## config.mk

```make
export PLATFORM = sky130hd
export DESIGN_NAME = multi_drive_disk_register_block
export DESIGN_NICKNAME = d
export VERILOG_FILES = /design/src/mddr_pkg.sv /design/src/mddr_regfile.sv /design/src/multi_drive_disk_register_block.sv
export SDC_FILE = /design/constraint.sdc
export NUM_CORES = 2
export LEC_CHECK = 0
export ABC_CLOCK_PERIOD_IN_PS = 10200
export BUFFER_PORTS_ARGS = -buffer_cell sky130_fd_sc_hd__buf_2
export CORE_ASPECT_RATIO = 0.7
export CORE_MARGIN = 4
export CORE_UTILIZATION = 45
export DETAILED_ROUTE_END_ITERATION = 6
export HOLD_SLACK_MARGIN = 0.02
export PLACE_DENSITY = 0.62
export SLEW_MARGIN = 20
export SYNTH_ARGS = -nofsm -noshare
export SYNTH_HDL_FRONTEND = slang
export SYNTH_HIERARCHICAL = 1
export SYNTH_SLANG_ARGS = --single-unit
```

## constraint.sdc

```tcl
create_clock -name clk -period 10.2 [get_ports clk]
set_input_delay 1.02 -clock clk [delete_from_list [all_inputs] [get_ports clk]]
set_output_delay 1.02 -clock clk [all_outputs]
set_load 0.02 [all_outputs]
```

## src/mddr_pkg.sv

```systemverilog
// ---------------------------------------------------------------------------
// Disk register block package
// Shared widths, register offsets, command codes and the request and
// response structs that pass between the top level and the register file.
// ---------------------------------------------------------------------------
package mddr_pkg;

  // Default number of emulated drives.
  localparam int DRIVE_COUNT_DEF = 16;

  // Field widths.
  localparam int OFF_W    = 4;
  localparam int BYTE_W   = 8;
  localparam int SECTOR_W = 32;
  localparam int DMA_W    = 24;
  localparam int SIZE_W   = 2;
  localparam int BYTES_W  = 18;
  localparam int DRVSEL_W = 4;

  // Bus access kinds.
  localparam logic OP_READ  = 1'b0;
  localparam logic OP_WRITE = 1'b1;

  // Register offsets.
  localparam logic [OFF_W-1:0] OFF_SEC3   = 4'd0;
  localparam logic [OFF_W-1:0] OFF_SEC2   = 4'd1;
  localparam logic [OFF_W-1:0] OFF_SEC1   = 4'd2;
  localparam logic [OFF_W-1:0] OFF_SEC0   = 4'd3;
  localparam logic [OFF_W-1:0] OFF_DMA2   = 4'd4;
  localparam logic [OFF_W-1:0] OFF_DMA1   = 4'd5;
  localparam logic [OFF_W-1:0] OFF_DMA0   = 4'd6;
  localparam logic [OFF_W-1:0] OFF_COUNT  = 4'd7;
  localparam logic [OFF_W-1:0] OFF_STATUS = 4'd8;

  // Command codes written to the status offset.
  localparam logic [BYTE_W-1:0] CMD_SELECT_LAST = 8'h0F;
  localparam logic [BYTE_W-1:0] CMD_SIZE_FIRST  = 8'h10;
  localparam logic [BYTE_W-1:0] CMD_SIZE_LAST   = 8'h13;
  localparam logic [BYTE_W-1:0] CMD_READ        = 8'h20;
  localparam logic [BYTE_W-1:0] CMD_CLEAR_ERROR = 8'h80;

  // Status byte bits.
  localparam logic [BYTE_W-1:0] STATUS_WRITABLE = 8'h40;

  // Reset values of the per-drive registers.
  localparam logic [SIZE_W-1:0] SIZE_RESET  = 2'd2;
  localparam logic [BYTE_W-1:0] COUNT_RESET = 8'd1;

  // Log2 of the smallest sector size (128 bytes).
  localparam int SIZE_BASE_LOG = 7;

  // One bus access.
  typedef struct packed {
    logic              opcode;
    logic [OFF_W-1:0]  reg_offset;
    logic [BYTE_W-1:0] write_byte;
    logic              media_fail;
  } req_t;

  // The result of one bus access.
  typedef struct packed {
    logic [BYTE_W-1:0]   read_byte;
    logic                xfer_valid;
    logic [SECTOR_W-1:0] xfer_sector;
    logic [DMA_W-1:0]    xfer_dma_addr;
    logic [BYTES_W-1:0]  xfer_bytes;
  } rsp_t;

endpackage

```

## src/mddr_regfile.sv

```systemverilog
// ---------------------------------------------------------------------------
// Disk register file
// Holds the per-drive registers and the selected drive. Computes the
// response of one request combinationally and commits the state change
// when the request is retired.
// ---------------------------------------------------------------------------
module mddr_regfile #(
  parameter int DRIVE_COUNT = mddr_pkg::DRIVE_COUNT_DEF
) (
  input  logic           clk,
  input  logic           rst,
  input  mddr_pkg::req_t req,
  input  logic           commit,
  output mddr_pkg::rsp_t rsp
);

  localparam int DRV_W = (DRIVE_COUNT > 1) ? $clog2(DRIVE_COUNT) : 1;

  logic [mddr_pkg::DRVSEL_W-1:0] active_drive;
  logic [mddr_pkg::SECTOR_W-1:0] sector_numbers [DRIVE_COUNT];
  logic [mddr_pkg::DMA_W-1:0]    dma_addresses  [DRIVE_COUNT];
  logic [mddr_pkg::SIZE_W-1:0]   size_codes     [DRIVE_COUNT];
  logic [mddr_pkg::BYTE_W-1:0]   sector_counts  [DRIVE_COUNT];
  logic                          error_flags    [DRIVE_COUNT];

  logic [DRV_W-1:0]              drv;
  logic [mddr_pkg::SECTOR_W-1:0] sec_cur;
  logic [mddr_pkg::DMA_W-1:0]    dma_cur;
  logic [mddr_pkg::SIZE_W-1:0]   size_cur;
  logic [mddr_pkg::BYTE_W-1:0]   cnt_cur;
  logic                          err_cur;

  logic [mddr_pkg::DRVSEL_W-1:0] active_drive_next;
  logic [mddr_pkg::SECTOR_W-1:0] sec_next;
  logic [mddr_pkg::DMA_W-1:0]    dma_next;
  logic [mddr_pkg::SIZE_W-1:0]   size_next;
  logic [mddr_pkg::BYTE_W-1:0]   cnt_next;
  logic                          err_next;

  logic [mddr_pkg::BYTES_W-1:0]  xfer_len;
  logic                          is_write;
  logic [mddr_pkg::BYTE_W-1:0]   wb;

  // The selected drive is always below the drive count, so it indexes directly.
  assign drv      = active_drive[DRV_W-1:0];
  assign sec_cur  = sector_numbers[drv];
  assign dma_cur  = dma_addresses[drv];
  assign size_cur = size_codes[drv];
  assign cnt_cur  = sector_counts[drv];
  assign err_cur  = error_flags[drv];
  assign is_write = (req.opcode == mddr_pkg::OP_WRITE);
  assign wb       = req.write_byte;

  // Transfer length is the sector count scaled by the sector size.
  assign xfer_len = {{(mddr_pkg::BYTES_W - mddr_pkg::BYTE_W){1'b0}}, cnt_cur}
                    << ({3'd0, size_cur} + 5'(mddr_pkg::SIZE_BASE_LOG));

  // Response and next state of the selected drive.
  always_comb begin
    rsp               = '0;
    active_drive_next = active_drive;
    sec_next          = sec_cur;
    dma_next          = dma_cur;
    size_next         = size_cur;
    cnt_next          = cnt_cur;
    err_next          = err_cur;
    if (!is_write) begin
      case (req.reg_offset)
        mddr_pkg::OFF_SEC3:   rsp.read_byte = sec_cur[31:24];
        mddr_pkg::OFF_SEC2:   rsp.read_byte = sec_cur[23:16];
        mddr_pkg::OFF_SEC1:   rsp.read_byte = sec_cur[15:8];
        mddr_pkg::OFF_SEC0:   rsp.read_byte = sec_cur[7:0];
        mddr_pkg::OFF_DMA2:   rsp.read_byte = dma_cur[23:16];
        mddr_pkg::OFF_DMA1:   rsp.read_byte = dma_cur[15:8];
        mddr_pkg::OFF_DMA0:   rsp.read_byte = dma_cur[7:0];
        mddr_pkg::OFF_COUNT:  rsp.read_byte = cnt_cur;
        mddr_pkg::OFF_STATUS: rsp.read_byte = {err_cur, 1'b0, size_cur, active_drive}
                                              | mddr_pkg::STATUS_WRITABLE;
        default:              rsp.read_byte = '0;
      endcase
    end else begin
      case (req.reg_offset)
        mddr_pkg::OFF_SEC3:   sec_next[31:24] = wb;
        mddr_pkg::OFF_SEC2:   sec_next[23:16] = wb;
        mddr_pkg::OFF_SEC1:   sec_next[15:8]  = wb;
        mddr_pkg::OFF_SEC0:   sec_next[7:0]   = wb;
        mddr_pkg::OFF_DMA2:   dma_next[23:16] = wb;
        mddr_pkg::OFF_DMA1:   dma_next[15:8]  = wb;
        mddr_pkg::OFF_DMA0:   dma_next[7:0]   = wb;
        mddr_pkg::OFF_COUNT:  cnt_next        = wb;
        mddr_pkg::OFF_STATUS: begin
          // Command decode.
          if (wb <= mddr_pkg::CMD_SELECT_LAST) begin
            if (32'(wb) < 32'(DRIVE_COUNT)) begin
              active_drive_next = wb[mddr_pkg::DRVSEL_W-1:0];
            end
          end else if (wb inside {[mddr_pkg::CMD_SIZE_FIRST:mddr_pkg::CMD_SIZE_LAST]}) begin
            size_next = wb[mddr_pkg::SIZE_W-1:0];
          end else if (wb == mddr_pkg::CMD_READ) begin
            // A zero count issues nothing and leaves the drive alone.
            if (cnt_cur != '0) begin
              rsp.xfer_valid    = 1'b1;
              rsp.xfer_sector   = sec_cur;
              rsp.xfer_dma_addr = dma_cur;
              rsp.xfer_bytes    = xfer_len;
              if (req.media_fail) begin
                err_next = 1'b1;
              end
              sec_next = sec_cur + {{(mddr_pkg::SECTOR_W - mddr_pkg::BYTE_W){1'b0}}, cnt_cur};
              dma_next = dma_cur + {{(mddr_pkg::DMA_W - mddr_pkg::BYTES_W){1'b0}}, xfer_len};
            end
          end else if (wb == mddr_pkg::CMD_CLEAR_ERROR) begin
            err_next = 1'b0;
          end
        end
        default: ;
      endcase
    end
  end

  // Commit the selected drive's registers when the request retires.
  always_ff @(posedge clk) begin
    if (rst) begin
      active_drive <= '0;
      for (int i = 0; i < DRIVE_COUNT; i++) begin
        sector_numbers[i] <= '0;
        dma_addresses[i]  <= '0;
        size_codes[i]     <= mddr_pkg::SIZE_RESET;
        sector_counts[i]  <= mddr_pkg::COUNT_RESET;
        error_flags[i]    <= 1'b0;
      end
    end else if (commit) begin
      active_drive        <= active_drive_next;
      sector_numbers[drv] <= sec_next;
      dma_addresses[drv]  <= dma_next;
      size_codes[drv]     <= size_next;
      sector_counts[drv]  <= cnt_next;
      error_flags[drv]    <= err_next;
    end
  end

endmodule

```

## src/multi_drive_disk_register_block.sv

```systemverilog
// ---------------------------------------------------------------------------
// Multi-drive disk register block
// Byte-wide bus register block for a set of emulated disk drives. Each bus
// request reads or writes one register of the selected drive or issues a
// command; a read command produces a transfer request.
//
//   Channel | Handshake           | Payload
//   --------+---------------------+-----------------------------------------
//   in      | in_valid, in_stall  | opcode, reg_offset, write_byte,
//           |                     | media_fail
//   out     | out_valid, out_stall| read_byte, xfer_valid, xfer_sector,
//           |                     | xfer_dma_addr, xfer_bytes
//
// One request is taken per cycle while in_stall is low. A request waits in the
// input register while its response is computed, and the drive state is
// updated as it moves into the result register, which drives the outputs.
// Reset clears the selected drive and sets every drive to its default.
// A stall on the output holds the result register and, while both
// registers are full, stalls the input.
// ---------------------------------------------------------------------------
module multi_drive_disk_register_block #(
  parameter int DRIVE_COUNT = mddr_pkg::DRIVE_COUNT_DEF
) (
  input  logic                          clk,
  input  logic                          rst,
  input  logic                          in_valid,
  output logic                          in_stall,
  input  logic                          opcode,
  input  logic [mddr_pkg::OFF_W-1:0]    reg_offset,
  input  logic [mddr_pkg::BYTE_W-1:0]   write_byte,
  input  logic                          media_fail,
  output logic                          out_valid,
  input  logic                          out_stall,
  output logic [mddr_pkg::BYTE_W-1:0]   read_byte,
  output logic                          xfer_valid,
  output logic [mddr_pkg::SECTOR_W-1:0] xfer_sector,
  output logic [mddr_pkg::DMA_W-1:0]    xfer_dma_addr,
  output logic [mddr_pkg::BYTES_W-1:0]  xfer_bytes
);

  logic           req_valid;
  mddr_pkg::req_t req;
  logic           rsp_valid;
  mddr_pkg::rsp_t rsp;
  mddr_pkg::rsp_t rsp_comb;
  logic           rsp_free;
  logic           commit;
  logic           in_take;

  // Pipeline flow control.
  assign rsp_free = !rsp_valid || !out_stall;
  assign commit   = req_valid && rsp_free;
  assign in_stall = req_valid && !rsp_free;
  assign in_take  = in_valid && !in_stall;

  // Input register.
  always_ff @(posedge clk) begin
    if (rst) begin
      req_valid <= 1'b0;
    end else if (in_take) begin
      req_valid <= 1'b1;
    end else if (commit) begin
      req_valid <= 1'b0;
    end
  end

  always_ff @(posedge clk) begin
    if (in_take) begin
      req.opcode     <= opcode;
      req.reg_offset <= reg_offset;
      req.write_byte <= write_byte;
      req.media_fail <= media_fail;
    end
  end

  // Register file and request decode.
  mddr_regfile #(
    .DRIVE_COUNT(DRIVE_COUNT)
  ) u_regfile (
    .clk    (clk),
    .rst    (rst),
    .req    (req),
    .commit (commit),
    .rsp    (rsp_comb)
  );

  // Result register.
  always_ff @(posedge clk) begin
    if (rst) begin
      rsp_valid <= 1'b0;
    end else if (rsp_free) begin
      rsp_valid <= req_valid;
    end
  end

  always_ff @(posedge clk) begin
    if (commit) begin
      rsp <= rsp_comb;
    end
  end

  assign out_valid     = rsp_valid;
  assign read_byte     = rsp.read_byte;
  assign xfer_valid    = rsp.xfer_valid;
  assign xfer_sector   = rsp.xfer_sector;
  assign xfer_dma_addr = rsp.xfer_dma_addr;
  assign xfer_bytes    = rsp.xfer_bytes;

endmodule

```

# ---- Word-level counts from Yosys, hierarchy flattened
# Memories as Yosys holds them, arrays and structs flattened. A register that Yosys moved wholly into a read port is not among the register bits.
# Cells that the tools add are included.
# W data, S select, Z words.
dict set report totals {
  n_memories 5
  in_bits 18
  register_bits 103
  ramBits 1072
  elab_cells 124
  output_inout_bits 85
}
dict set report classes {
  n_shift 1
  n_lt_le_gt_ge 4
  n_bitwise 4
  eq_ne 10
  n_addsub 3
  n_reduce_logical 20
  muxes 65
}
# memory depth word_bits rd rd_clocked_by_memory_dff wr line
set memory_table {}
lappend memory_table {u_regfile.sector_numbers 16 32 1 1 16 mddr_regfile.sv:20} ;# logic [mddr_pkg::SECTOR_W-1:0] sector_numbers [DRIVE_COUNT];
lappend memory_table {u_regfile.dma_addresses 16 24 1 1 16 mddr_regfile.sv:21} ;# logic [mddr_pkg::DMA_W-1:0] dma_addresses [DRIVE_COUNT];
lappend memory_table {u_regfile.sector_counts 16 8 1 1 16 mddr_regfile.sv:23} ;# logic [mddr_pkg::BYTE_W-1:0] sector_counts [DRIVE_COUNT];
lappend memory_table {u_regfile.size_codes 16 2 1 1 16 mddr_regfile.sv:22} ;# logic [mddr_pkg::SIZE_W-1:0] size_codes [DRIVE_COUNT];
lappend memory_table {u_regfile.error_flags 16 1 1 1 16 mddr_regfile.sv:24} ;# logic error_flags [DRIVE_COUNT];
# op count
set op_table {}
lappend op_table {{$mux W32} 6}
lappend op_table {{$mux W24} 6}
lappend op_table {{$pmux W8 S2} 7}
lappend op_table {{$mux W75} 1}
lappend op_table {{$pmux W8 S9} 1}
lappend op_table {{$mux W4} 15}
lappend op_table {{$add A32 B8 Y32} 1}
lappend op_table {{$reduce_or A32 Y1} 1}
lappend op_table {{$add A24 B18 Y24} 1}
lappend op_table {{$mux W8} 3}
lappend op_table {{$reduce_or A24 Y1} 1}
lappend op_table {{$mux W1} 21}
lappend op_table {{$shl A8 B5 Y18} 1}
lappend op_table {{$eq A4 B3 Y1 const B} 4}
lappend op_table {{$mux W2} 5}
lappend op_table {{$eq A4 B2 Y1 const B} 2}
lappend op_table {{$eq A8 B6 Y1 const B} 1}
lappend op_table {{$eq A8 B8 Y1 const B} 1}
lappend op_table {{$ge A8 B5 Y1 const B} 1}
lappend op_table {{$le A8 B4 Y1 const B} 1}
lappend op_table {{$le A8 B5 Y1 const B} 1}
lappend op_table {{$lt A8 B5 Y1 const B} 1}
lappend op_table {{$reduce_bool A8 Y1} 1}
lappend op_table {{$reduce_or A8 Y1} 1}
lappend op_table {{other kinds (14)} 23}

# ---- Logic depth before layout (Yosys ltp)
dict set report depth {
  ltp_word 10
  mapped_depth 30
  mapped_depth_nobuf 18
}

# ---- Cells and area by module
# Netlist, hierarchy kept.
# module seq_area_each_um2 cells_per_inst instances area_per_inst_um2
set modules_own_cells {}
lappend modules_own_cells {mddr_regfile 32351.0 3657 1 50429.6}
lappend modules_own_cells {multi_drive_disk_register_block 2952.8 107 1 2999.1}

# ---- Least setup slack after synthesis
# No wires, ideal clock.
dict set report synth_timing {
  path_type {input-to-reg}
  start {input port out_stall}
  end {memory u_regfile/dma_addresses[3][0] (netlist bit) (enable)}
  cell_stages 6
  arrival_ps 10274
  path_buffers 1
  setup_time_ps 436
  required_time_ps 9764
  path_slack_ps -510
  cell_sequence {a21boi_0 nand2b_1 nor3_1 nand3_1 clkbuf_1 nand2b_1}
}
# element line
set synth_rtl {}
lappend synth_rtl {{from (decl)} multi_drive_disk_register_block.sv:33} ;# input logic out_stall,
lappend synth_rtl {{to (decl)} mddr_regfile.sv:21}

==> reports/summary.txt <==
Outcome -> finished, final reports clean
Synth top area share -> 0.657
Drt drc -> 0
R2R setup slack -> 3130 ps
Crit-path max FO -> 91
Drt pass-1 iters -> 7
Fillers -> 9,860
Grt ovf -> 0
Final core utilization -> 0.504
Buffer count from post-CTS setup fixing -> 0
Total vias in the final route -> 34.6k
Port Buffer Count -> 102
I/O pin total -> 103
CP endpoint kind -> register
MaxCap Viol Count -> 0
CTS-repair resized insts -> 0
R2r worst-path depth -> 18
Min-delay src -> write_byte[6]
Routed vias/inst -> 6.37
Cells after Synth -> 3,764
Worst Max-Slew Pin Slew -> 1160 ps
Fin Setup TNS -> 0 ps
Yosys warning total -> 6
GPL Wtd Cong -> 0.945
Yosys top cell by area -> edfxtp_1
Ys flop type -> edfxtp_1
Hold crit path type -> primary input to register
Async SR Flop Fraction -> 0
TritonCTS clock tree -> done
Unrepaired setup endpoints after global routing -> false
Clk pin slew, worst setup/hold paths -> 90 ps
Final hold viol count -> 0
First-pass GRT wire length -> 247 mm
Clock Path Buffers -> 3
Clock Tree Root -> clkbuf_16
Largest net degree at the start of global routing -> 92
PwrDens -> 173 mW/mm2
Hold path endpoint -> req[7]
Gr usage total -> 0.280
Clk sinks -> 1,179
WP data arrival -> 7500 ps
Max-slew violations -> 0
Critical path type -> register to register
Post-DP HPWL -> 98.8 mm
Worst VDD drop -> 0.000136 V
# H-tree levels -> 3
Initial antenna violation count -> 4
CTS Buf Count -> 109
Post-Syn Area -> 0.0534 mm2
Clock Latency Late Sink -> 750 ps
Netlist cell types -> 70
Final Power -> 0.0103 W
Fmax -> 141 MHz
Register area share after synthesis -> 0.661
Worst EP required -> 10,630 ps
Worst slew margin -> 0.225
Die Width -> 420 um
Avg Inst Size Synth -> 14.2 um2
CTS Hold Bufs -> 0
#FFs+latches synth -> 1,179
Hold path depth -> 1
Die area -> 0.124 mm2
Finish-stage setup viols -> 0
Vias in the first global route -> 32.9k
Worst Clk Skew -> 44.3 ps
Largest cells by area after synthesis -> edfxtp_1 66%, mux4_2 13%, nor2_1 7.6%
Area Overhead vs Synth -> 10.9%
Final Cycle Share -> 0.693
Layout net count -> 3,829
Fin cells -> 5,428
WL/cell -> 32.3 um
Starting density of the core -> 0.454
Share of post-route cells with drive strength above 1 -> 0.204
Leakage -> 19.9 nW
Post-synth EDFFs -> 1,169
Die Ht -> 296 um
DP Cell Count -> 5,217
Clock period minus worst slack -> 7070 ps
Final WL -> 175 mm
Iter 0 DRT Violations -> 5,609
# rows -> 105
Worst setup SP type -> register
Antenna Violating Nets Remaining -> 0
Worst r2r dst -> u_regfile/dma_addresses[8][22]
Core area -> 0.118 mm2
==> final cells by class <==
type                       count  area, um2  share of cell area
timing repair buffer         225       1470              0.0248
tap                         1551       1940              0.0327
clock buffer                 139       2900              0.0489
sequential                  1179      35300               0.596
multi-input combinational   2244      17000               0.286
antenna                        2       5.00           0.0000844
inverter                      22       85.1             0.00144
clock inverter                66        598              0.0101
==> power by group <==
part	switching [W]	internal, W	leakage, nW	total, W
Sequential	0.0000460	0.00548	11.9	0.00553
Clock	0.00187	0.00222	1.71	0.00409
Combinational	0.000487	0.000178	6.32	0.000666
==> worst max-delay path, cell delays in order, from the launching register on <==
cell and delay [ps]:
dfxtp_4 670, buf_12 580, mux4_2 410, mux4_2 610, inv_1 220, ha_1 440
nand3_1 250, nor2_1 90, ha_1 250, fa_1 480, a211o_1 320, a2111oi_0 660
o21a_1 280, o21ai_0 120, a21oi_1 320, nor4b_1 120, xnor2_1 160, a21oi_2 600
nor2_1 100
==> synth_stat cells (11+ instances only) <==
| master | instances |
|---|---|
| inv_1 | 20 |
| edfxtp_1 | 1169 |
| a22oi_1 | 23 |
| mux4_2 | 304 |
| and3_1 | 12 |
| a221oi_1 | 14 |
| nor2b_1 | 22 |
| buf_1 | 11 |
| clkbuf_1 | 208 |
| and2_1 | 49 |
| buf_2 | 76 |
| mux2i_1 | 49 |
| nand3_1 | 26 |
| nor3_1 | 33 |
| a22o_1 | 38 |
| nand2b_1 | 25 |
| o21ai_0 | 39 |
| buf_6 | 11 |
| nor4_1 | 24 |
| nand2_1 | 133 |
| xnor2_1 | 18 |
| buf_4 | 15 |
| a21oi_1 | 142 |
| nor2_1 | 1082 |
| xor2_1 | 20 |
| a31oi_1 | 12 |
| ha_1 | 28 |
==> per-layer routing <==
| metal | track usage | vias up | part of all wire |
|---|---|---|---|
| met5 | 0 | - | 0.00015 |
| met4 | 0.0743 | 4 | 0.028 |
| met3 | 0.102 | 330 | 0.15 |
| met2 | 0.393 | 2550 | 0.42 |
| met1 | 0.415 | 17652 | 0.40 |
| li1 | - | 14054 | - |
==> worst max-delay path by stage <==
stage                     startpoint  slack, ps                        endpoint
after floorplan            out_stall       1870   u_regfile/dma_addresses[3][0]
after global placement      register       3130  u_regfile/dma_addresses[2][20]
after detailed placement    register       3010  u_regfile/dma_addresses[8][22]
after CTS                   register       2920  u_regfile/dma_addresses[8][22]
after global routing        register       2800  u_regfile/dma_addresses[8][22]
final                       register       3130  u_regfile/dma_addresses[8][22]
==> per-stage QoR <==
stage,hold slack (ps),cell area (um2),setup slack (ps)
after floorplan,472,53400,1870
after global placement,508,55700,3130
after detailed placement,511,55700,3010
after CTS,443,59200,2920
after global routing,446,59300,2800
final,481,59300,3130
==> flip-flops by register name, summed over array words and instances, names as in the netlist, 16 cells and up, named ones only <==
name                      count
xfer_bytes                   18
u_regfile/sector_counts     128
u_regfile/dma_addresses     384
xfer_sector                  32
u_regfile/sector_numbers    512
u_regfile/error_flags        16
u_regfile/size_codes         32
xfer_dma_addr                24
==> cell usage in the layout (no fill, tap or decap), drive strengths merged, types with 25 or more instances in the layout <==
cell	n
nand2	133
inv	25
edfxtp	1169
buf	223
nor2	1087
a22o	38
o21ai	44
nor3	35
ha	28
clkbuf	141
mux2i	49
clkinv	51
nand2b	25
nand3	27
mux4	304
a21oi	152
and2	49
==> cells by family after synthesis <==
| group | synth area share |
|---|---|
| flip-flops | 0.661 |
| other | 0.0000702 |
| XOR/XNOR | 0.00623 |
| AO/OA/AOI/OAI | 0.0451 |
| multiplexers | 0.139 |
| buffers and inverters | 0.0286 |
| AND/OR/NAND/NOR | 0.113 |
| adder cells (fa/ha/maj) | 0.00731 |
(Power assumes the default switching activity.)
